[src/hdl/assert_macros.svh]
// Assertion macros shared by the sequencer RTL.
// Clocked on clock, disabled while reset is high; no other dependencies.
`ifndef ASSERT_MACROS_SVH
`define ASSERT_MACROS_SVH

// Same-cycle implication
`define ASSERT_IMPLY(label, ante, cons, msg) \
   label: assert property (@(posedge clock) disable iff (reset) (ante) |-> (cons)) \
      else $error(msg);

// Next-cycle implication
`define ASSERT_NEXT(label, ante, cons, msg) \
   label: assert property (@(posedge clock) disable iff (reset) (ante) |=> (cons)) \
      else $error(msg);

`endif

[src/hdl/smcs_pkg.sv]
// Shared types, codes and helpers for the SMBus command sequencer.
// No dependencies; imported by every module of the block.
package smcs_pkg;

   localparam int MAX_COUNT_DEFAULT = 255;

   // Input item kinds
   localparam logic [1:0] KIND_BEGIN   = 2'd0;
   localparam logic [1:0] KIND_WRITE   = 2'd1;
   localparam logic [1:0] KIND_RECV    = 2'd2;
   localparam logic [1:0] KIND_TIMEOUT = 2'd3;

   // Transaction phases (code 3 behaves as idle)
   localparam logic [1:0] PHASE_IDLE  = 2'd0;
   localparam logic [1:0] PHASE_WRITE = 2'd1;
   localparam logic [1:0] PHASE_READ  = 2'd2;

   // Done status codes
   localparam logic STATUS_OK      = 1'b0;
   localparam logic STATUS_TIMEOUT = 1'b1;

   localparam logic [1:0] MAX_RESULTS = 2'd3;

   typedef struct packed {
      logic [1:0] kind;
      logic [7:0] byte_value;
      logic       skip_command;
      logic       skip_count;
      logic       hold_stop;
      logic [7:0] write_count;
      logic [7:0] read_count;
   } req_item_type;

   typedef struct packed {
      logic       word_valid;
      logic [7:0] word_data;
      logic       word_restart;
      logic       word_stop;
      logic       word_read;
      logic       data_valid;
      logic [7:0] data_out;
      logic       done_res;
      logic       status;
      logic [7:0] received_total;
      logic       last;
   } rsp_item_type;

   // Results of one item, slot 0 first
   typedef struct packed {
      rsp_item_type [2:0] res;
      logic [1:0]         cnt;
   } bundle_type;

   typedef struct packed {
      logic can_load;
      logic final_slot;
   } buf_status_type;

   // Build one result with unused fields forced to zero
   function automatic rsp_item_type mk_rsp(input logic wv, input logic [7:0] wd,
                                           input logic rs, input logic st,
                                           input logic rd, input logic dv,
                                           input logic [7:0] dout,
                                           input logic [7:0] total);
      rsp_item_type r;
      r.word_valid     = wv;
      r.word_data      = wv ? wd : 8'd0;
      r.word_restart   = wv & rs;
      r.word_stop      = wv & st;
      r.word_read      = wv & rd;
      r.data_valid     = dv;
      r.data_out       = dv ? dout : 8'd0;
      r.done_res       = 1'b0;
      r.status         = STATUS_OK;
      r.received_total = total;
      r.last           = 1'b0;
      return r;
   endfunction

endpackage

[src/hdl/smcs_step.sv]
// Transaction state registers and the single-pass step logic.
// Depends on smcs_pkg; turns one registered item into a result bundle.
module smcs_step
   import smcs_pkg::*;
#(
   parameter int MAX_COUNT = MAX_COUNT_DEFAULT
) (
   input  logic         clock,
   input  logic         reset,
   input  logic         advance,
   input  req_item_type item,
   output bundle_type   bundle
);

   localparam logic [7:0] MaxCount = 8'(MAX_COUNT);

   logic [1:0] phase_ff, phase_in;
   logic [7:0] writes_left_ff, writes_left_in;
   logic [7:0] reads_left_ff, reads_left_in;
   logic       count_pending_ff, count_pending_in;
   logic       stop_held_ff, stop_held_in;
   logic       restart_pending_ff, restart_pending_in;
   logic [7:0] delivered_ff, delivered_in;

   // Compute results and next state for the item in the input register
   always_comb begin
      logic [7:0] wc;
      logic [7:0] rc;
      logic       do_start;
      logic       do_prefetch;
      logic       do_finish;
      logic       fin_status;
      logic [1:0] cnt;
      bundle_type b;

      phase_in           = phase_ff;
      writes_left_in     = writes_left_ff;
      reads_left_in      = reads_left_ff;
      count_pending_in   = count_pending_ff;
      stop_held_in       = stop_held_ff;
      restart_pending_in = restart_pending_ff;
      delivered_in       = delivered_ff;
      do_start    = 1'b0;
      do_prefetch = 1'b0;
      do_finish   = 1'b0;
      fin_status  = STATUS_OK;
      cnt         = 2'd0;
      b           = '0;
      wc = (item.write_count > MaxCount) ? MaxCount : item.write_count;
      rc = (item.read_count > MaxCount) ? MaxCount : item.read_count;

      unique case (item.kind)
         KIND_BEGIN: begin
            writes_left_in     = wc;
            reads_left_in      = rc;
            stop_held_in       = item.hold_stop;
            count_pending_in   = !item.skip_count && rc != 8'd0;
            restart_pending_in = 1'b1;
            delivered_in       = 8'd0;
            phase_in           = PHASE_IDLE;
            // command byte
            if (!item.skip_command) begin
               b.res[cnt] = mk_rsp(1'b1, item.byte_value, 1'b1,
                                   wc == 8'd0 && rc == 8'd0 && !item.hold_stop,
                                   1'b0, 1'b0, 8'd0, delivered_in);
               cnt = cnt + 2'd1;
               restart_pending_in = 1'b0;
            end
            // SMBus write count
            if (wc != 8'd0 && !item.skip_count) begin
               b.res[cnt] = mk_rsp(1'b1, wc, restart_pending_in, 1'b0,
                                   1'b0, 1'b0, 8'd0, delivered_in);
               cnt = cnt + 2'd1;
               restart_pending_in = 1'b0;
            end
            if (wc != 8'd0) begin
               phase_in = PHASE_WRITE;
            end else if (rc != 8'd0) begin
               do_start = 1'b1;
            end else begin
               do_finish = 1'b1;
            end
         end
         KIND_WRITE: begin
            if (phase_ff == PHASE_WRITE && writes_left_ff != 8'd0) begin
               b.res[cnt] = mk_rsp(1'b1, item.byte_value, restart_pending_ff,
                                   writes_left_ff == 8'd1 && reads_left_ff == 8'd0
                                   && !stop_held_ff,
                                   1'b0, 1'b0, 8'd0, delivered_in);
               cnt = cnt + 2'd1;
               restart_pending_in = 1'b0;
               writes_left_in     = writes_left_ff - 8'd1;
               if (writes_left_in == 8'd0) begin
                  if (reads_left_ff != 8'd0) begin
                     do_start = 1'b1;
                  end else begin
                     do_finish = 1'b1;
                  end
               end
            end
         end
         KIND_RECV: begin
            if (phase_ff == PHASE_READ && reads_left_ff != 8'd0) begin
               if (count_pending_ff) begin
                  // first byte is the SMBus count: clamp the read length
                  count_pending_in = 1'b0;
                  if (reads_left_ff > item.byte_value) begin
                     reads_left_in = item.byte_value;
                  end
               end else begin
                  delivered_in  = delivered_ff + 8'd1;
                  reads_left_in = reads_left_ff - 8'd1;
                  b.res[cnt] = mk_rsp(1'b0, 8'd0, 1'b0, 1'b0, 1'b0, 1'b1,
                                      item.byte_value, delivered_in);
                  cnt = cnt + 2'd1;
               end
               if (reads_left_in == 8'd0) begin
                  do_finish = 1'b1;
               end else begin
                  do_prefetch = 1'b1;
               end
            end
         end
         KIND_TIMEOUT: begin
            if (phase_ff == PHASE_WRITE || phase_ff == PHASE_READ) begin
               do_finish  = 1'b1;
               fin_status = STATUS_TIMEOUT;
            end
         end
         default: begin
         end
      endcase

      // First read word of the read phase
      if (do_start) begin
         if (cnt != MAX_RESULTS) begin
            b.res[cnt] = mk_rsp(1'b1, 8'd0, 1'b1,
                                reads_left_in == 8'd1 && !count_pending_in
                                && !stop_held_in,
                                1'b1, 1'b0, 8'd0, delivered_in);
            cnt = cnt + 2'd1;
         end
         restart_pending_in = 1'b0;
         phase_in           = PHASE_READ;
         do_prefetch        = 1'b1;
      end

      // Keep one read queued ahead
      if (do_prefetch && reads_left_in > 8'd1 && cnt != MAX_RESULTS) begin
         b.res[cnt] = mk_rsp(1'b1, 8'd0, 1'b0,
                             !count_pending_in && reads_left_in == 8'd2
                             && !stop_held_in,
                             1'b1, 1'b0, 8'd0, delivered_in);
         cnt = cnt + 2'd1;
      end

      // Close the transaction, on a bare result if nothing else went out
      if (do_finish) begin
         if (cnt == 2'd0) begin
            b.res[0] = mk_rsp(1'b0, 8'd0, 1'b0, 1'b0, 1'b0, 1'b0, 8'd0,
                              delivered_in);
            cnt = 2'd1;
         end
         b.res[cnt - 2'd1].done_res = 1'b1;
         b.res[cnt - 2'd1].status   = fin_status;
         phase_in           = PHASE_IDLE;
         restart_pending_in = 1'b1;
      end

      if (cnt != 2'd0) begin
         b.res[cnt - 2'd1].last = 1'b1;
      end
      b.cnt  = cnt;
      bundle = b;
   end

   // Commit state when the item leaves the input register
   always_ff @(posedge clock) begin
      if (reset) begin
         phase_ff           <= PHASE_IDLE;
         writes_left_ff     <= 8'd0;
         reads_left_ff      <= 8'd0;
         count_pending_ff   <= 1'b0;
         stop_held_ff       <= 1'b0;
         restart_pending_ff <= 1'b1;
         delivered_ff       <= 8'd0;
      end else if (advance) begin
         phase_ff           <= phase_in;
         writes_left_ff     <= writes_left_in;
         reads_left_ff      <= reads_left_in;
         count_pending_ff   <= count_pending_in;
         stop_held_ff       <= stop_held_in;
         restart_pending_ff <= restart_pending_in;
         delivered_ff       <= delivered_in;
      end
   end

endmodule

[src/hdl/smcs_rsp_buffer.sv]
// Result register: holds one bundle and hands its results out one a cycle while rsp_stall is low.
// Depends on smcs_pkg.
module smcs_rsp_buffer
   import smcs_pkg::*;
(
   input  logic           clock,
   input  logic           reset,
   input  logic           load_en,
   input  bundle_type     load_bundle,
   input  logic           rsp_stall,
   output logic           rsp_valid,
   output rsp_item_type   rsp_item,
   output buf_status_type status
);

   bundle_type bundle_ff;
   logic [1:0] index_ff, index_in;
   logic [1:0] left_ff, left_in;
   logic       rsp_accept;

   assign rsp_valid  = left_ff != 2'd0;
   assign rsp_accept = rsp_valid && !rsp_stall;
   assign rsp_item   = bundle_ff.res[index_ff];

   // Free when empty or when the last result leaves this cycle
   assign status.can_load   = (left_ff == 2'd0) || (left_ff == 2'd1 && rsp_accept);
   assign status.final_slot = left_ff == 2'd1;

   // Advance the read slot, reload on a new bundle
   always_comb begin
      index_in = index_ff;
      left_in  = left_ff;
      if (load_en) begin
         index_in = 2'd0;
         left_in  = load_bundle.cnt;
      end else if (rsp_accept) begin
         index_in = index_ff + 2'd1;
         left_in  = left_ff - 2'd1;
      end
   end

   always_ff @(posedge clock) begin
      if (reset) begin
         index_ff <= 2'd0;
         left_ff  <= 2'd0;
      end else begin
         index_ff <= index_in;
         left_ff  <= left_in;
      end
   end

   // Payload holds until the next bundle arrives
   always_ff @(posedge clock) begin
      if (load_en) begin
         bundle_ff <= load_bundle;
      end
   end

endmodule

[src/hdl/smbus_master_command_sequencer_core.sv]
// SMBus/I2C master command sequencer. A transaction is accepted into an input
// register and, in the cycle it leaves, the step logic produces all of its
// results (zero to three) into the result buffer, which delivers them one per
// cycle while rsp_stall is low. An item with no result does not load the
// result buffer. The single output port of the result buffer sets the
// sustained rate; a new transaction is accepted while earlier results are
// still being taken.
// Depends on smcs_pkg, smcs_step, smcs_rsp_buffer and assert_macros.svh.
`include "assert_macros.svh"

module smbus_master_command_sequencer_core
   import smcs_pkg::*;
#(
   parameter int MAX_COUNT = MAX_COUNT_DEFAULT
) (
   input  logic       clock,
   input  logic       reset,
   input  logic       req_valid,
   output logic       req_stall,
   input  logic [1:0] req_kind,
   input  logic [7:0] req_byte_value,
   input  logic       req_skip_command,
   input  logic       req_skip_count,
   input  logic       req_hold_stop,
   input  logic [7:0] req_write_count,
   input  logic [7:0] req_read_count,
   output logic       rsp_valid,
   input  logic       rsp_stall,
   output logic       rsp_word_valid,
   output logic [7:0] rsp_word_data,
   output logic       rsp_word_restart,
   output logic       rsp_word_stop,
   output logic       rsp_word_read,
   output logic       rsp_data_valid,
   output logic [7:0] rsp_data_out,
   output logic       rsp_done_res,
   output logic       rsp_status,
   output logic [7:0] rsp_received_total,
   output logic       rsp_last
);

   req_item_type   item_ff;
   logic           item_valid_ff, item_valid_in;
   logic           req_accept;
   logic           advance;
   bundle_type     bundle;
   rsp_item_type   rsp_item;
   buf_status_type buf_status;

   assign advance    = item_valid_ff && buf_status.can_load;
   assign req_stall  = item_valid_ff && !buf_status.can_load;
   assign req_accept = req_valid && !req_stall;

   // Input register occupancy
   always_comb begin
      item_valid_in = item_valid_ff;
      if (req_accept) begin
         item_valid_in = 1'b1;
      end else if (advance) begin
         item_valid_in = 1'b0;
      end
   end

   always_ff @(posedge clock) begin
      if (reset) begin
         item_valid_ff <= 1'b0;
      end else begin
         item_valid_ff <= item_valid_in;
      end
   end

   // Capture the transaction payload
   always_ff @(posedge clock) begin
      if (req_accept) begin
         item_ff.kind         <= req_kind;
         item_ff.byte_value   <= req_byte_value;
         item_ff.skip_command <= req_skip_command;
         item_ff.skip_count   <= req_skip_count;
         item_ff.hold_stop    <= req_hold_stop;
         item_ff.write_count  <= req_write_count;
         item_ff.read_count   <= req_read_count;
      end
   end

   smcs_step #(
      .MAX_COUNT (MAX_COUNT)
   ) u_step (
      .clock   (clock),
      .reset   (reset),
      .advance (advance),
      .item    (item_ff),
      .bundle  (bundle)
   );

   smcs_rsp_buffer u_rsp_buffer (
      .clock       (clock),
      .reset       (reset),
      .load_en     (advance && bundle.cnt != 2'd0),
      .load_bundle (bundle),
      .rsp_stall   (rsp_stall),
      .rsp_valid   (rsp_valid),
      .rsp_item    (rsp_item),
      .status      (buf_status)
   );

   assign rsp_word_valid     = rsp_item.word_valid;
   assign rsp_word_data      = rsp_item.word_data;
   assign rsp_word_restart   = rsp_item.word_restart;
   assign rsp_word_stop      = rsp_item.word_stop;
   assign rsp_word_read      = rsp_item.word_read;
   assign rsp_data_valid     = rsp_item.data_valid;
   assign rsp_data_out       = rsp_item.data_out;
   assign rsp_done_res       = rsp_item.done_res;
   assign rsp_status         = rsp_item.status;
   assign rsp_received_total = rsp_item.received_total;
   assign rsp_last           = rsp_item.last;

   // A pending item is never dropped before it is processed
   `ASSERT_NEXT(a_item_held, item_valid_ff && !advance, item_valid_ff, "item lost")
   // The final buffered result carries the last flag, and only it
   `ASSERT_IMPLY(a_last_slot, rsp_valid, rsp_last == buf_status.final_slot, "last misplaced")
   // Done is reported only on the final result of an item
   `ASSERT_IMPLY(a_done_last, rsp_valid && rsp_done_res, rsp_last, "done not last")
   // Stall on the request side only with an item waiting
   `ASSERT_IMPLY(a_stall_pending, req_stall, item_valid_ff, "stall without item")

endmodule
[config.mk]
export PLATFORM = sky130hd
export DESIGN_NAME = smbus_master_command_sequencer_core
export DESIGN_NICKNAME = d
export VERILOG_FILES = /design/src/hdl/smcs_pkg.sv /design/src/hdl/smcs_step.sv /design/src/hdl/smcs_rsp_buffer.sv /design/src/hdl/smbus_master_command_sequencer_core.sv
export VERILOG_INCLUDE_DIRS = /design/src /design/src/hdl
export SDC_FILE = /design/constraint.sdc
export NUM_CORES = 1
export LEC_CHECK = 0
export ABC_CLOCK_PERIOD_IN_PS = 5700
export BUFFER_PORTS_ARGS = -buffer_cell sky130_fd_sc_hd__buf_4
export CAP_MARGIN = 30
export CORE_ASPECT_RATIO = 1.4
export CORE_MARGIN = 5
export CORE_UTILIZATION = 40
export DETAILED_ROUTE_END_ITERATION = 8
export PLACE_DENSITY = 0.55
export SLEW_MARGIN = 20
export SYNTH_ARGS = -nofsm -noshare
export SYNTH_HDL_FRONTEND = slang
export SYNTH_SLANG_ARGS = --single-unit
export TNS_END_PERCENT = 1
[constraint.sdc]
create_clock -name clock -period 5.7 [get_ports clock]
set_input_delay 0 -clock clock [delete_from_list [all_inputs] [get_ports clock]]
set_output_delay 0 -clock clock [all_outputs]
set_load 0.005 [all_outputs]
### Word-level counts from Yosys, hierarchy flattened

Index checks and enable logic that the tools add are counted.

* register bits after elaboration: 159
* input bits: 33
* output and inout bits: 34
* word-level logic and storage cells: 245

* add/sub/neg operators: 10
* order comparisons: 15
* equality and inequality tests: 13
* mux-type cells: 99
* reductions and logical operators: 58

Operator list (number)
* 96-bit bitwise mux: 6
* 96-bit two-way mux: 6
* 32-bit demux with 2-bit select: 6
* 32-bit two-way mux: 10
* 32-bit one-hot mux with 3 select lines: 1
* 8-bit two-way mux: 10
* 32-bit binary-select mux with 2-bit select: 1
* 64-bit two-way mux: 1
* 8-bit one-hot mux with 2 select lines: 3
* 8-bit zero test: 5
* 1-bit two-way mux: 33
* 8-bit nonzero test: 4
* 2-bit two-way mux: 14
* 1-bit logical AND: 25
* 20-bit two-way mux: 1
* 2-bit by 3-bit less-than comparator with 1-bit output (second input constant): 6
* 8-bit by 1-bit equality test with 1-bit output (second input constant): 2
* 8-bit > comparator (second input constant): 2
* 8-bit by 1-bit subtractor with 8-bit output (second input constant): 2
* 11-bit two-way mux: 1
* 2-bit by 1-bit >= comparator with 1-bit output (second input constant): 5
* 10-bit two-way mux: 1
* 2-bit nonzero test: 5
* 2-bit by 1-bit adder with 2-bit output (second input constant): 4
* 21 further kinds: 41

### Longest topological paths before layout

Gate-level depths: netlist of run 1.

* word-level depth: 26
* mapped depth: 19
* gate-level depth less buffers: 18

### Cells and area by module

A second synthesis of run 1 with hierarchy kept.

* cell total of the unflattened synthesis: 805
* area total of the unflattened synthesis: 8473.1 µm²

By module, submodules not included
* smcs_rsp_buffer: times used 1, cells an instance 230, area an instance 3811.2 µm², seq. area each 2962.8 µm²
* smcs_step: times used 1, cells an instance 540, area an instance 3724.8 µm², seq. area each 580.6 µm²
* smbus_master_command_sequencer_core: times used 1, cells an instance 35, area an instance 937.1 µm², seq. area each 890.9 µm²

### Least setup slack after synthesis of run 1

Ideal clock, no wire load.

* path type: reg2reg
* from: register item_ff[14] in the netlist's numbering
* to: register u_rsp_buffer.left_ff[1]
* setup time: 0.120 ns
* data arrival time: 4.706 ns
* data required time: 5.580 ns
* slack: 0.874 ns
* stages on the path, launching flop included: 20
* path buffers: 1
* clock period less this slack: 4.826 ns
* path through: edfxtp_1 -> nor4_1 -> nand2_1 -> nand2b_1 -> inv_1 -> ha_1 -> nand2_1 -> nor2_1 -> nor2_1 -> nor2_1 -> a41oi_1 -> ha_1 -> a21o_1 -> a41oi_1 -> and2_4 -> buf_6 -> o211ai_1 -> inv_1 -> nor2_1 -> o31a_1

* word-level cells in the longest chain between the ends: 19
* elaborated cells between the ends (all ways): 28
* classes of those cells: 2 x add/sub; 1 x order compare; 2 x eq/ne; 15 x mux; 8 x reduce/logical

RTL lines
* start: declaration: RTL line smbus_master_command_sequencer_core.sv:42 `req_item_type item_ff;`
* 8-bit > comparator: RTL line smcs_step.sv:49 `wc = (item.write_count > MaxCount) ? MaxCount : item.write_count;`
* 8-bit two-way mux *: RTL line smcs_step.sv:49
* 8-bit nonzero test *: RTL line smcs_step.sv:70, smcs_step.sv:76
* branches (longest 12 deep; another with 2-bit by 1-bit adder with 2-bit output)
* 2-bit two-way mux *: RTL line smcs_step.sv:158 `if (do_finish) begin`
* 2-bit nonzero test *: RTL line smbus_master_command_sequencer_core.sv:98 `.load_en (advance && bundle.cnt != 2'd0),`
* 1-bit logical AND *: RTL line smbus_master_command_sequencer_core.sv:98
* net u_rsp_buffer.load_en: RTL line smcs_rsp_buffer.sv:8 `input logic load_en,`
* 2-bit two-way mux / 2-bit nonzero test (equally long branches)
* end signal: assignment: RTL line smcs_rsp_buffer.sv:48 `left_ff <= left_in;`
* end: declaration: RTL line smcs_rsp_buffer.sv:18 `logic [1:0] left_ff, left_in;`

Mark *: on every way through the listed nets, which the timed path passes. The select of a mux whose other input is x is not followed.
A chain may end at the register's enable or synchronous reset.

### Worst setup path in the final report of run 1

* from: register item_ff[11] in the netlist's numbering
* to: register u_rsp_buffer.bundle_ff[40] in the netlist's numbering (enable)

* word-level cells in the longest chain between the ends: 18
* elaborated cells between the ends (all ways): 26
* classes of those cells: 2 x add/sub; 1 x order compare; 2 x eq/ne; 14 x mux; 7 x reduce/logical

RTL lines
* 8-bit > comparator: RTL line smcs_step.sv:49
* 8-bit two-way mux *: RTL line smcs_step.sv:49
* 8-bit nonzero test *: RTL line smcs_step.sv:70, smcs_step.sv:76
* branches (longest 12 deep; another with 2-bit by 1-bit adder with 2-bit output)
* 2-bit two-way mux *: RTL line smcs_step.sv:158
* 2-bit nonzero test *: RTL line smbus_master_command_sequencer_core.sv:98
* 1-bit logical AND *: RTL line smbus_master_command_sequencer_core.sv:98
* net u_rsp_buffer.load_en: RTL line smcs_rsp_buffer.sv:8
* end signal: assignment: RTL line smcs_rsp_buffer.sv:55 `bundle_ff <= load_bundle;`
* end: declaration: RTL line smcs_rsp_buffer.sv:16 `bundle_type bundle_ff;`

Marks and branches as above.

==> results of run 1 <==
-- per-layer routing --
metal / track usage (%) / up-vias / wire (um)
li1: - / 2852 / -
met1: 22.55 / 2702 / 7780
met2: 35.09 / 167 / 10340
met3: 3.058 / 51 / 635
met4: 11.66 / 0 / 1091
met5: 0 / - / 0
-- cell usage after synthesis, types with 11 or more instances --
library cell / count / area (um2)
and2_1: 31 / 193.9
nor3_1: 20 / 100.1
edfxtp_1: 98 / 2943
dfxtp_1: 34 / 680.7
a22oi_1: 12 / 90.09
clkbuf_1: 28 / 105.1
ha_1: 27 / 337.8
mux2i_1: 23 / 230.2
o21ai_0: 38 / 190.2
nand3_1: 11 / 55.05
nand2_1: 70 / 262.8
inv_1: 35 / 131.4
nor2_1: 93 / 349.1
a21oi_1: 57 / 285.3
a211oi_1: 15 / 112.6
-- registers in the layout, summed over array words and instances (netlist names) --
name / flops
u_rsp_buffer.left_ff: 2
item_valid_ff: 1
u_step.phase_ff: 2
item_ff: 29
u_step.restart_pending_ff: 1
u_step.delivered_ff: 8
u_step.count_pending_ff: 1
u_step.writes_left_ff: 8
u_step.reads_left_ff: 8
u_rsp_buffer.index_ff: 2
u_step.stop_held_ff: 1
u_rsp_buffer.bundle_ff: 69
-- worst max path at each step --
stage	cells past startpoint	end	slack, ns
global route	18	u_rsp_buffer.bundle_ff[8]	0.62
CTS	18	u_rsp_buffer.bundle_ff[73]	0.97
detailed placement	18	u_rsp_buffer.bundle_ff[4]	0.99
global placement	18	u_rsp_buffer.bundle_ff[5]	1.08
floorplan	19	u_rsp_buffer.left_ff[1]	0.87
finish	18	u_rsp_buffer.bundle_ff[40]	0.95
-- layout by cell type (no fill, tap or decap), drive strengths merged, types with 6 or more instances in the layout --
cell	count
nor2	93
nor3	22
inv	37
nand2b	6
nand3	11
clkbuf	19
clkinv	7
dfxtp	34
ha	27
dlygate4sd3	31
and2	32
nand2	70
nor2b	8
o21ai	39
and3	9
a22oi	12
a211oi	16
buf	81
mux2i	24
edfxtp	98
nand4	7
a21oi	58
xnor2	6
-- area by class of cell --
type / count / area (um2) / area share, %
clock buffers: 18 / 439.2 / 4.958
clock inverters: 13 / 157.7 / 1.780
inverters: 35 / 131.4 / 1.483
multi-input cells: 526 / 3282 / 37.05
flip-flops and latches: 132 / 3623 / 40.91
well taps: 240 / 300.3 / 3.390
repair buffers: 113 / 923.4 / 10.43
-- metrics by stage --
stage | setup slack, ns | instances | cell area, um2 | hold slack [ns] | power, W
2_1_floorplan | 0.8741 | 727 | 7172 | 0.09887 | 0.001715
3_3_place_gp | 1.079 | 1012 | 7930 | 0.1785 | 0.002042
3_5_place_dp | 0.9882 | 1014 | 7943 | 0.1795 | 0.002055
4_1_cts | 0.9659 | 1076 | 8850 | 0.0002621 | 0.003184
5_1_grt | 0.6175 | 1077 | 8857 | 0.03657 | 0.003317
6_report | 0.9458 | 1077 | 8857 | 0.02385 | 0.003152
-- cell families (layout without fill, tap and decap cells) --
| family | after synthesis | in the layout | synth area share, % |
|---|---|---|---|
| xor+xnor | 7 | 7 | 0.8553 |
| other cells | 1 | 2 | 0.05231 |
| mux | 25 | 25 | 3.735 |
| flops | 132 | 132 | 50.55 |
| simple gates | 280 | 280 | 19.18 |
| fa+ha+maj | 27 | 27 | 4.713 |
| compound gates | 185 | 185 | 17.16 |
| buf+inv | 69 | 179 | 3.753 |
-- where the power goes --
part	switching (W)	internal, W
Combinational	0.000476	0.000350
Sequential	0.0000834	0.00114
Clock	0.000406	0.000696
==> impl_metrics.tcl, run 1 <==
set metrics [dict create \
    run_status "completed" \
    insertion_delay_ns 0.42 \
    drcViolationCount 0 \
    die_w_um 123.1 \
    worstPathMaxFanout 29 \
    post_cts_buffers 0 \
    cpMaxStageDelayCell "inv_2" \
    drive_gt1_share_pct 15.77 \
    r2r_end "u_rsp_buffer.bundle_ff[40]" \
    cts_sinks 132 \
    cp-startpoint "item_ff[11]" \
    rows 58 \
    grt_pass1_wl_mm 31.55 \
    nFillCells 1656 \
    fmax_ghz 0.2103 \
    crit_arrival_ns 4.86 \
    ctsHoldBuffers 31 \
    cp_slowest_stage_delay_ns 0.48 \
    grt_pass1_vias 5856 \
    gp_congestion 0.8841 \
    cts_buffer_depth 2 \
    coreArea_mm2 0.01778 \
    hold_start "reset" \
    rsz0062_at_grt "no" \
    tritoncts "done" \
    power.density_mw_per_mm2 355.9 \
    worstReg2RegStart "item_ff[11]" \
    fin_worst_skew_ns 0.007558 \
    io_pins 67 \
    synth-edff-count 98 \
    hold_class "primary input to flop" \
    ant_nets 0 \
    grt_max_degree 34 \
    worstHoldPathCells 2 \
    ir_drop_v 0.0001515 \
    grt-ovfl-total 0 \
    r2r_slack_ns 0.95 \
    hold_viol_final 0 \
    synth.cell_area_mm2 0.007168 \
    antenna_found_initial 0 \
    cts_root_buf "clkbuf_16" \
    path_cells "nor4_1 -> nand2_1 -> nand2b_1 -> inv_1 -> ha_1 -> nand2_1 -> nor2_1 -> nor2_1 -> nor2_1 -> a41oi_1 -> buf_4 -> ha_1 -> a21o_1 -> a41oi_1 -> and2_4 -> o211ai_1 -> inv_2 -> buf_4" \
    numCtsBuffers 17 \
    track_usage_pct 19.99 \
    fin_nets 885 \
    clk_pin_slew_ns 0.06 \
    period_minus_slack_ns 4.754 \
    cp-start-kind "flop" \
    finalCritPeriodShare_pct 83.41 \
    first_iter_violations 393 \
    diodes 0 \
    fin_setup_tns_ns 0 \
    leakagePower_nw 3.321 \
    path_buf_inv 4 \
    ys.flop_type "edfxtp_1" \
    dr.pass1.iters 5 \
    wirelength_mm 19.85 \
    final_util_pct 49.82 \
    drv_cap 0 \
    die_area_mm2 0.02074 \
    fp.dieH_um 168.4 \
    syn2layout_area_growth_pct 23.56 \
    vias_per_cell 5.359 \
    synthCells 726 \
    ys_seq_elements 132 \
    crit_type "flop to flop" \
    setup_viol_count_final 0 \
    yosysWarningCount 0 \
    htreeDepth 4 \
    critPathMostFrequentCell "nor2_1" \
    cts-resized-gates 0 \
    start_util_pct 40.32 \
    slew_headroom_pct 34.50 \
    syn_area_per_cell_um2 9.873 \
    min_to "u_step.delivered_ff[2]" \
    portBuffers 66 \
    ys_seq_area_share_pct 50.55 \
    ys_types 73 \
    place_hpwl_mm 14.94 \
    ys_async_sr_fraction_pct 0 \
    worst_path_dominant_cell_family "simple AND/OR/NAND/NOR gates" \
    vias 5772 \
    post_drt_wl_per_cell_um 18.43 \
    maxSlewViolCount 0 \
    ff2ff_path_depth 18 \
    worstPathRequired_ns 5.80 \
    worst_pin_slew_ns 0.9702 \
    cp-end-kind "flop" \
]
No activity file was read; power rests on OpenSTA's default activity.
==> run 2, diff against run 1 <==
Settings changed: ABC_AREA set to 1, ABC_CLOCK_PERIOD_IN_PS 5700 to 4800, PLACE_DENSITY 0.55 to 0.54.
Clock period 5.7 ns to 4.8 ns, I/O delays scaled along.
==> run 2 against run 1 <==
Effect of this change:
- sequential cell count unchanged
- global-route usage down 1.8 points
- setup slack worse by 0.087 ns
- utilization up 0.34 points
- routed wire length down 1.1%
- clock skew up 0.00087 ns
- area after synthesis up 5.8%
- combinational power up 28%
- critical endpoint is now u_rsp_buffer.bundle_ff[8]
- highest routed layer unchanged
- sequential power up 20%
- critical path type unchanged
==> impl_metrics.tcl, run 2 <==
set metrics [dict create \
    run_status "completed" \
    worstPathMaxFanout 41 \
    synth_commonest_cells "nand2_1, inv_1, nor2_1, edfxtp_1, nand3_1" \
    rsz0062_at_grt "no" \
    worst_pin_slew_ns 0.8682 \
    yosysWarningCount 0 \
    worstHoldPathCells 2 \
    yosys.area.top_type "edfxtp_1" \
    finalCritPeriodShare_pct 82.10 \
    ant_nets 0 \
    synth-adder-area-share_pct 4.454 \
    period_minus_slack_ns 3.941 \
    cp-start-kind "flop" \
    synth_xor_area_share_pct 0.9238 \
    cp-end-kind "flop" \
    vias 6264 \
    leakagePower_nw 3.973 \
    ys_seq_elements 132 \
    ff2ff_path_depth 18 \
    synthCells 901 \
    grt-ovfl-total 0 \
    ys_async_sr_fraction_pct 0 \
    rows 59 \
    ctsHoldBuffers 33 \
    ys.flop_type "edfxtp_1" \
    cts_root_buf "clkbuf_16" \
    first_iter_violations 423 \
    post_drt_wl_per_cell_um 15.54 \
    final_cell_mix "nand2_1, inv_1, nor2_1" \
    power.density_mw_per_mm2 410.7 \
    numCtsBuffers 17 \
    syn_area_per_cell_um2 8.418 \
    io_pins 67 \
    die_area_mm2 0.02185 \
    synth_top_area_share_pct 38.80 \
    drv_cap 0 \
    wirelength_mm 19.62 \
    vias_per_cell 4.960 \
    ys_types 52 \
    grt_pass1_wl_mm 31.53 \
    crit_type "flop to flop" \
    ys_top_cells_by_area "edfxtp_1, dfxtp_1, nand2_1" \
    synth.cell_area_mm2 0.007585 \
    fp.dieH_um 172.9 \
    dr.pass1.iters 5 \
    drive_gt1_share_pct 18.45 \
    start_util_pct 40.77 \
    largest_register_ff_count 69 \
    grt_max_degree 48 \
    insertion_delay_ns 0.42 \
    syn2layout_area_growth_pct 23.01 \
    fin_nets 1066 \
    synthMuxAreaShare_pct 0 \
    cts_buffer_depth 2 \
    yosys.area_share.simple_pct 25.55 \
    post_cts_buffers 0 \
    antenna_found_initial 0 \
    gp_congestion 0.8628 \
    worstPathRequired_ns 4.86 \
    synth_most_common_cell "nand2_1" \
    fmax_ghz 0.2537 \
    regMostFlops "u_rsp_buffer.bundle_ff" \
    cts-resized-gates 0 \
    grt_pass1_vias 6004 \
    place_hpwl_mm 14.30 \
    hold_class "primary input to flop" \
    maxSlewViolCount 0 \
    setup_viol_count_final 0 \
    synth_compound_area_share_pct 12.44 \
    drcViolationCount 0 \
    pre_cts_ws_ns 0.8931 \
    ir_drop_v 0.0002393 \
    fin_worst_skew_ns 0.008432 \
    die_w_um 126.4 \
    coreArea_mm2 0.01860 \
    synth_top_family_by_area "simple AND/OR/NAND/NOR gates" \
    slew_headroom_pct 41.63 \
    cts_sinks 132 \
    ys_seq_area_share_pct 47.77 \
    htreeDepth 4 \
    synth-edff-count 98 \
    hold_viol_final 0 \
    clk_pin_slew_ns 0.06 \
    track_usage_pct 18.17 \
    fin_ws_ns 0.8591 \
    diodes 0 \
    tritoncts "done" \
    portBuffers 66 \
    layout_commonest_cell "nand2_1" \
    top_regs "u_rsp_buffer.bundle_ff x69, item_ff x29" \
    fin_setup_tns_ns 0 \
    crit_arrival_ns 4.00 \
]
[run 2: cell count changes in the layout (fill, tap and decap cells not counted), moves of 15 or more]
| cell | change |
|---|---|
| o21ai_0 | +17 |
| nand3_1 | +48 |
| mux2i_1 | -23 |
| nor2_2 | +16 |
| inv_2 | +15 |
| inv_1 | +88 |
| a21oi_1 | -17 |
| and2_1 | -29 |
| nor2_1 | +16 |
| nand2_1 | +77 |
[run 2: path summary, 6_finish.rpt]
check	from	end	slack [ns]
hold reg to reg	u_step.writes_left_ff[5]	u_step.writes_left_ff[5]	0.50
setup reg to reg	item_ff[14]	u_rsp_buffer.bundle_ff[8]	0.86
setup / recovery	item_ff[14]	u_rsp_buffer.bundle_ff[8]	0.86
hold / removal	req_read_count[2]	item_ff[2]	0.29
[run 2: critical path, cell delays in order (launching register included)]
cell and delay [ns]:
edfxtp_1 0.44, nor2_1 0.08, nand4_1 0.14, inv_1 0.07, nor2_1 0.45, ha_1 0.34
nand2_1 0.11, nand3_4 0.11, nand2_1 0.13, nand2_1 0.12, ha_1 0.20, inv_1 0.14
nand3_4 0.28, nand2_2 0.17, nand2_4 0.09, nand3_2 0.08, nand2_2 0.08, inv_2 0.06
buf_4 0.43
[run 2: report_power, final]
part / switching, W / leakage [nW] / internal (W) / total, W
clock: 0.000534 / 0.292 / 0.000779 / 0.00131
combinational: 0.000645 / 2.50 / 0.000414 / 0.00106
sequential: 0.0000997 / 1.18 / 0.00136 / 0.00146
[run 2: area by class of cell]
cell class,count,area (um2)
clock buffers,17,425.4
clock inverters,15,170.2
fillers,1844,9273
inverters,144,550.5
multi-input cells,599,3297
flip-flops and latches,132,3623
well taps,244,305.3
repair buffers,112,958.4
[run 2: metal layers]
layer | wire [um] | share of wire [%] | vias up | global-route usage, %
li1 | - | - | 3233 | -
met1 | 8662 | 44 | 2859 | 23.15
met2 | 9758 | 50 | 146 | 31.21
met3 | 860 | 4.4 | 26 | 3.148
met4 | 340 | 1.7 | 0 | 5.769
met5 | 0 | 0 | - | 0
[run 2: logic make-up (layout without fill, tap and decap cells)]
group | Yosys count | after routing
compound gates | 159 | 159
other cells | 1 | 2
buf+inv | 171 | 288
simple gates | 403 | 403
fa+ha+maj | 27 | 27
flops | 132 | 132
xor+xnor | 8 | 8
[run 2: stage by stage]
step	cell area (um2)	std cells	power, W	hold WS, ns	utilization (%)
floorplan	7589	902	0.002151	0.09887	-
global placement	8347	1195	0.002500	0.1781	44.87
detailed placement	8374	1196	0.002514	0.1793	45.02
CTS	9300	1261	0.003854	0.2764	49.99
global route	9330	1263	0.004067	0.2771	50.15
finish	9330	1263	0.003832	0.2888	50.15
==> run 3, diff against run 2 <==
Settings changed: ABC_CLOCK_PERIOD_IN_PS 4800 to 3400, PLACE_DENSITY 0.54 to 0.56.
Clock period 4.8 ns to 3.4 ns, I/O delays scaled along.
==> run 3 against run 2 <==
Effect of this change:
- design area is 3.7% higher
- non-clock buffer count is 30 higher
- global-route usage is 0.15 points higher
- register-to-register slack worse by 0.67 ns
- clock skew is 0.0011 ns higher
- routed wire length hardly changed
- sequential power is 40% higher
- clock-buffer cell count is 2 higher
- critical path depth is 5 higher
- critical path type unchanged
- highest routed layer unchanged
==> impl_metrics.tcl, run 3 (same netlist as run 2, synthesis figures left out) <==
set metrics [dict create \
    ir_drop_v 0.0003342 \
    cp-end-kind "flop" \
    fp.dieH_um 172.9 \
    maxSlewViolCount 0 \
    cp-start-kind "flop" \
    rows 59 \
    cts_buffer_depth 2 \
    drive_gt1_share_pct 22.78 \
    regMostFlops "u_rsp_buffer.bundle_ff" \
    multiInputGateArea_mm2 0.003396 \
    clockPowerShare_pct 33.9 \
    finalCritPeriodShare_pct 94.32 \
    vias_per_cell 4.935 \
    p_switching_w 0.001781 \
    dr.pass1.iters 5 \
    p_int_w 0.003701 \
    clk_pin_slew_ns 0.06 \
    numCtsBuffers 17 \
    ant_nets 0 \
    worstReg2RegStart "item_ff[20]" \
    crit_type "flop to flop" \
    coreArea_mm2 0.01860 \
    place_hpwl_mm 14.55 \
    cts_root_buf "clkbuf_16" \
    grt_pass1_wl_mm 31.73 \
    cts_sinks 132 \
    crit_arrival_ns 3.38 \
    wirelength_mm 19.64 \
    worst_pin_slew_ns 0.7101 \
    tritoncts "done" \
    fin_worst_skew_ns 0.009509 \
    hold_start "req_read_count[1]" \
    fin_nets 1096 \
    track_usage_pct 18.32 \
    worstPathMaxFanout 27 \
    vias 6381 \
    sw_frac_of_total_pct 32.49 \
    largest_register_ff_count 69 \
    first_iter_violations 479 \
    grt_pass1_vias 6342 \
    period_minus_slack_ns 3.207 \
    setup_viol_count_final 0 \
    fmax_ghz 0.3118 \
    layout_commonest_cell "nand2_1" \
    antenna_found_initial 0 \
    p_seq_share_pct 37.3 \
    io_pins 67 \
    worstPathRequired_ns 3.57 \
    r2r_slack_ns 0.19 \
    nFillCells 1748 \
    leakagePower_nw 4.112 \
    gp_congestion 0.9256 \
    drv_cap 0 \
    slew_headroom_pct 52.48 \
    total_power_w 0.005482 \
    power.density_mw_per_mm2 566.6 \
    hold_class "primary input to flop" \
    start_util_pct 40.77 \
    hold_viol_final 0 \
    ff2ff_path_depth 23 \
    grt-ovfl-total 0 \
    final-seq-area_mm2 0.003630 \
    grt_max_degree 35 \
    die_area_mm2 0.02185 \
    run_status "completed" \
    worstHoldPathCells 2 \
    syn2layout_area_growth_pct 27.57 \
    insertion_delay_ns 0.43 \
    diodes 0 \
    top_regs "u_rsp_buffer.bundle_ff x69, item_ff x29" \
    htreeDepth 4 \
    r2r_end "u_rsp_buffer.bundle_ff[31]" \
    final_cell_mix "nand2_1, inv_1, nor2_1" \
    min_to "item_ff[1]" \
    drcViolationCount 0 \
    whs_ns 0.2911 \
    die_w_um 126.4 \
    post_drt_wl_per_cell_um 15.19 \
    portBuffers 66 \
    pwr-share-comb_pct 28.8 \
]
[run 3: cell types whose count changed in the layout (fill, tap and decap cells not counted), sizes merged]
cell,delta
clkbuf,+2
clkinv,-1
bufinv,+1
buf,+30
inv,-6
clkinvlp,+4
[run 3: final cells by class]
cell class              instances  area share, %
inverters                     144          5.767
repair buffers                142          12.34
flip-flops and latches        132          37.51
clock inverters                13          1.655
clock buffers                  19          4.474
multi-input cells             599          35.10
well taps                     244          3.155
[run 3: critical path, cell delays in order, from the launching register on]
cell	delay (ns)
edfxtp_1	0.40
inv_1	0.11
ha_1	0.27
nand2_1	0.08
nand2_1	0.05
nand2_1	0.05
nand2_1	0.04
nand2_1	0.09
nand2_4	0.09
nand2_4	0.12
nand2_1	0.06
nand3_1	0.09
nand2_1	0.10
a21oi_2	0.18
nand2_1	0.11
nor2_4	0.12
nand2_4	0.08
nand3_4	0.13
nand2_4	0.06
nand2_4	0.11
nand3_2	0.11
nand2_4	0.11
clkinvlp_4	0.17
buf_12	0.21
[run 3: timing repair]
action                                 CTS  global route
setup buffers                            0             3
pin swaps                                0             4
hold buffers                            33             0
endpoints found under the hold margin   33             0
resized for setup                        1            13
setup endpoints to repair                8            95
[run 3: power by group through the flow]
stage / logic (W) / registers, W / clock network [W]
global route: 0.00177 / 0.00206 / 0.00198
floorplan: 0.00102 / 0.00203 / 0
global placement: 0.00153 / 0.00208 / 0
finish: 0.00158 / 0.00204 / 0.00186
detailed placement: 0.00154 / 0.00208 / 0
CTS: 0.00158 / 0.00204 / 0.00189
[run 3: metal layers]
| layer | track usage, % | up-vias | wire (um) |
|---|---|---|---|
| li1 | - | 3284 | - |
| met1 | 22.24 | 2906 | 8427 |
| met2 | 31.27 | 145 | 9761 |
| met3 | 3.611 | 46 | 826 |
| met4 | 8.095 | 0 | 623 |
| met5 | 0 | - | 0 |
[run 3: worst max path at each step]
stage | from | end | cells past startpoint
global route | item_ff[20] | u_rsp_buffer.bundle_ff[17] | 23
finish | item_ff[20] | u_rsp_buffer.bundle_ff[31] | 23
global placement | item_ff[15] | u_rsp_buffer.bundle_ff[18] | 16
floorplan | item_ff[15] | u_rsp_buffer.bundle_ff[10] | 17
detailed placement | item_ff[15] | u_rsp_buffer.bundle_ff[20] | 16
CTS | item_ff[15] | u_rsp_buffer.bundle_ff[19] | 16
[run 3: through the flow]
| step | TNS (ns) | cells | utilization [%] | setup slack, ns | instance area (um2) |
|---|---|---|---|---|---|
| final | 0 | 1293 | 52.01 | 0.1931 | 9676 |
| after detailed placement | -0.2166 | 1224 | 46.65 | -0.03839 | 8678 |
| after global placement | 0 | 1224 | 46.64 | 0.008402 | 8677 |
| after floorplan | -21.59 | 902 | - | -0.3130 | 7664 |
| after CTS | 0 | 1289 | 51.62 | 0.02482 | 9603 |
| after global routing | -0.3313 | 1293 | 52.01 | -0.01594 | 9676 |
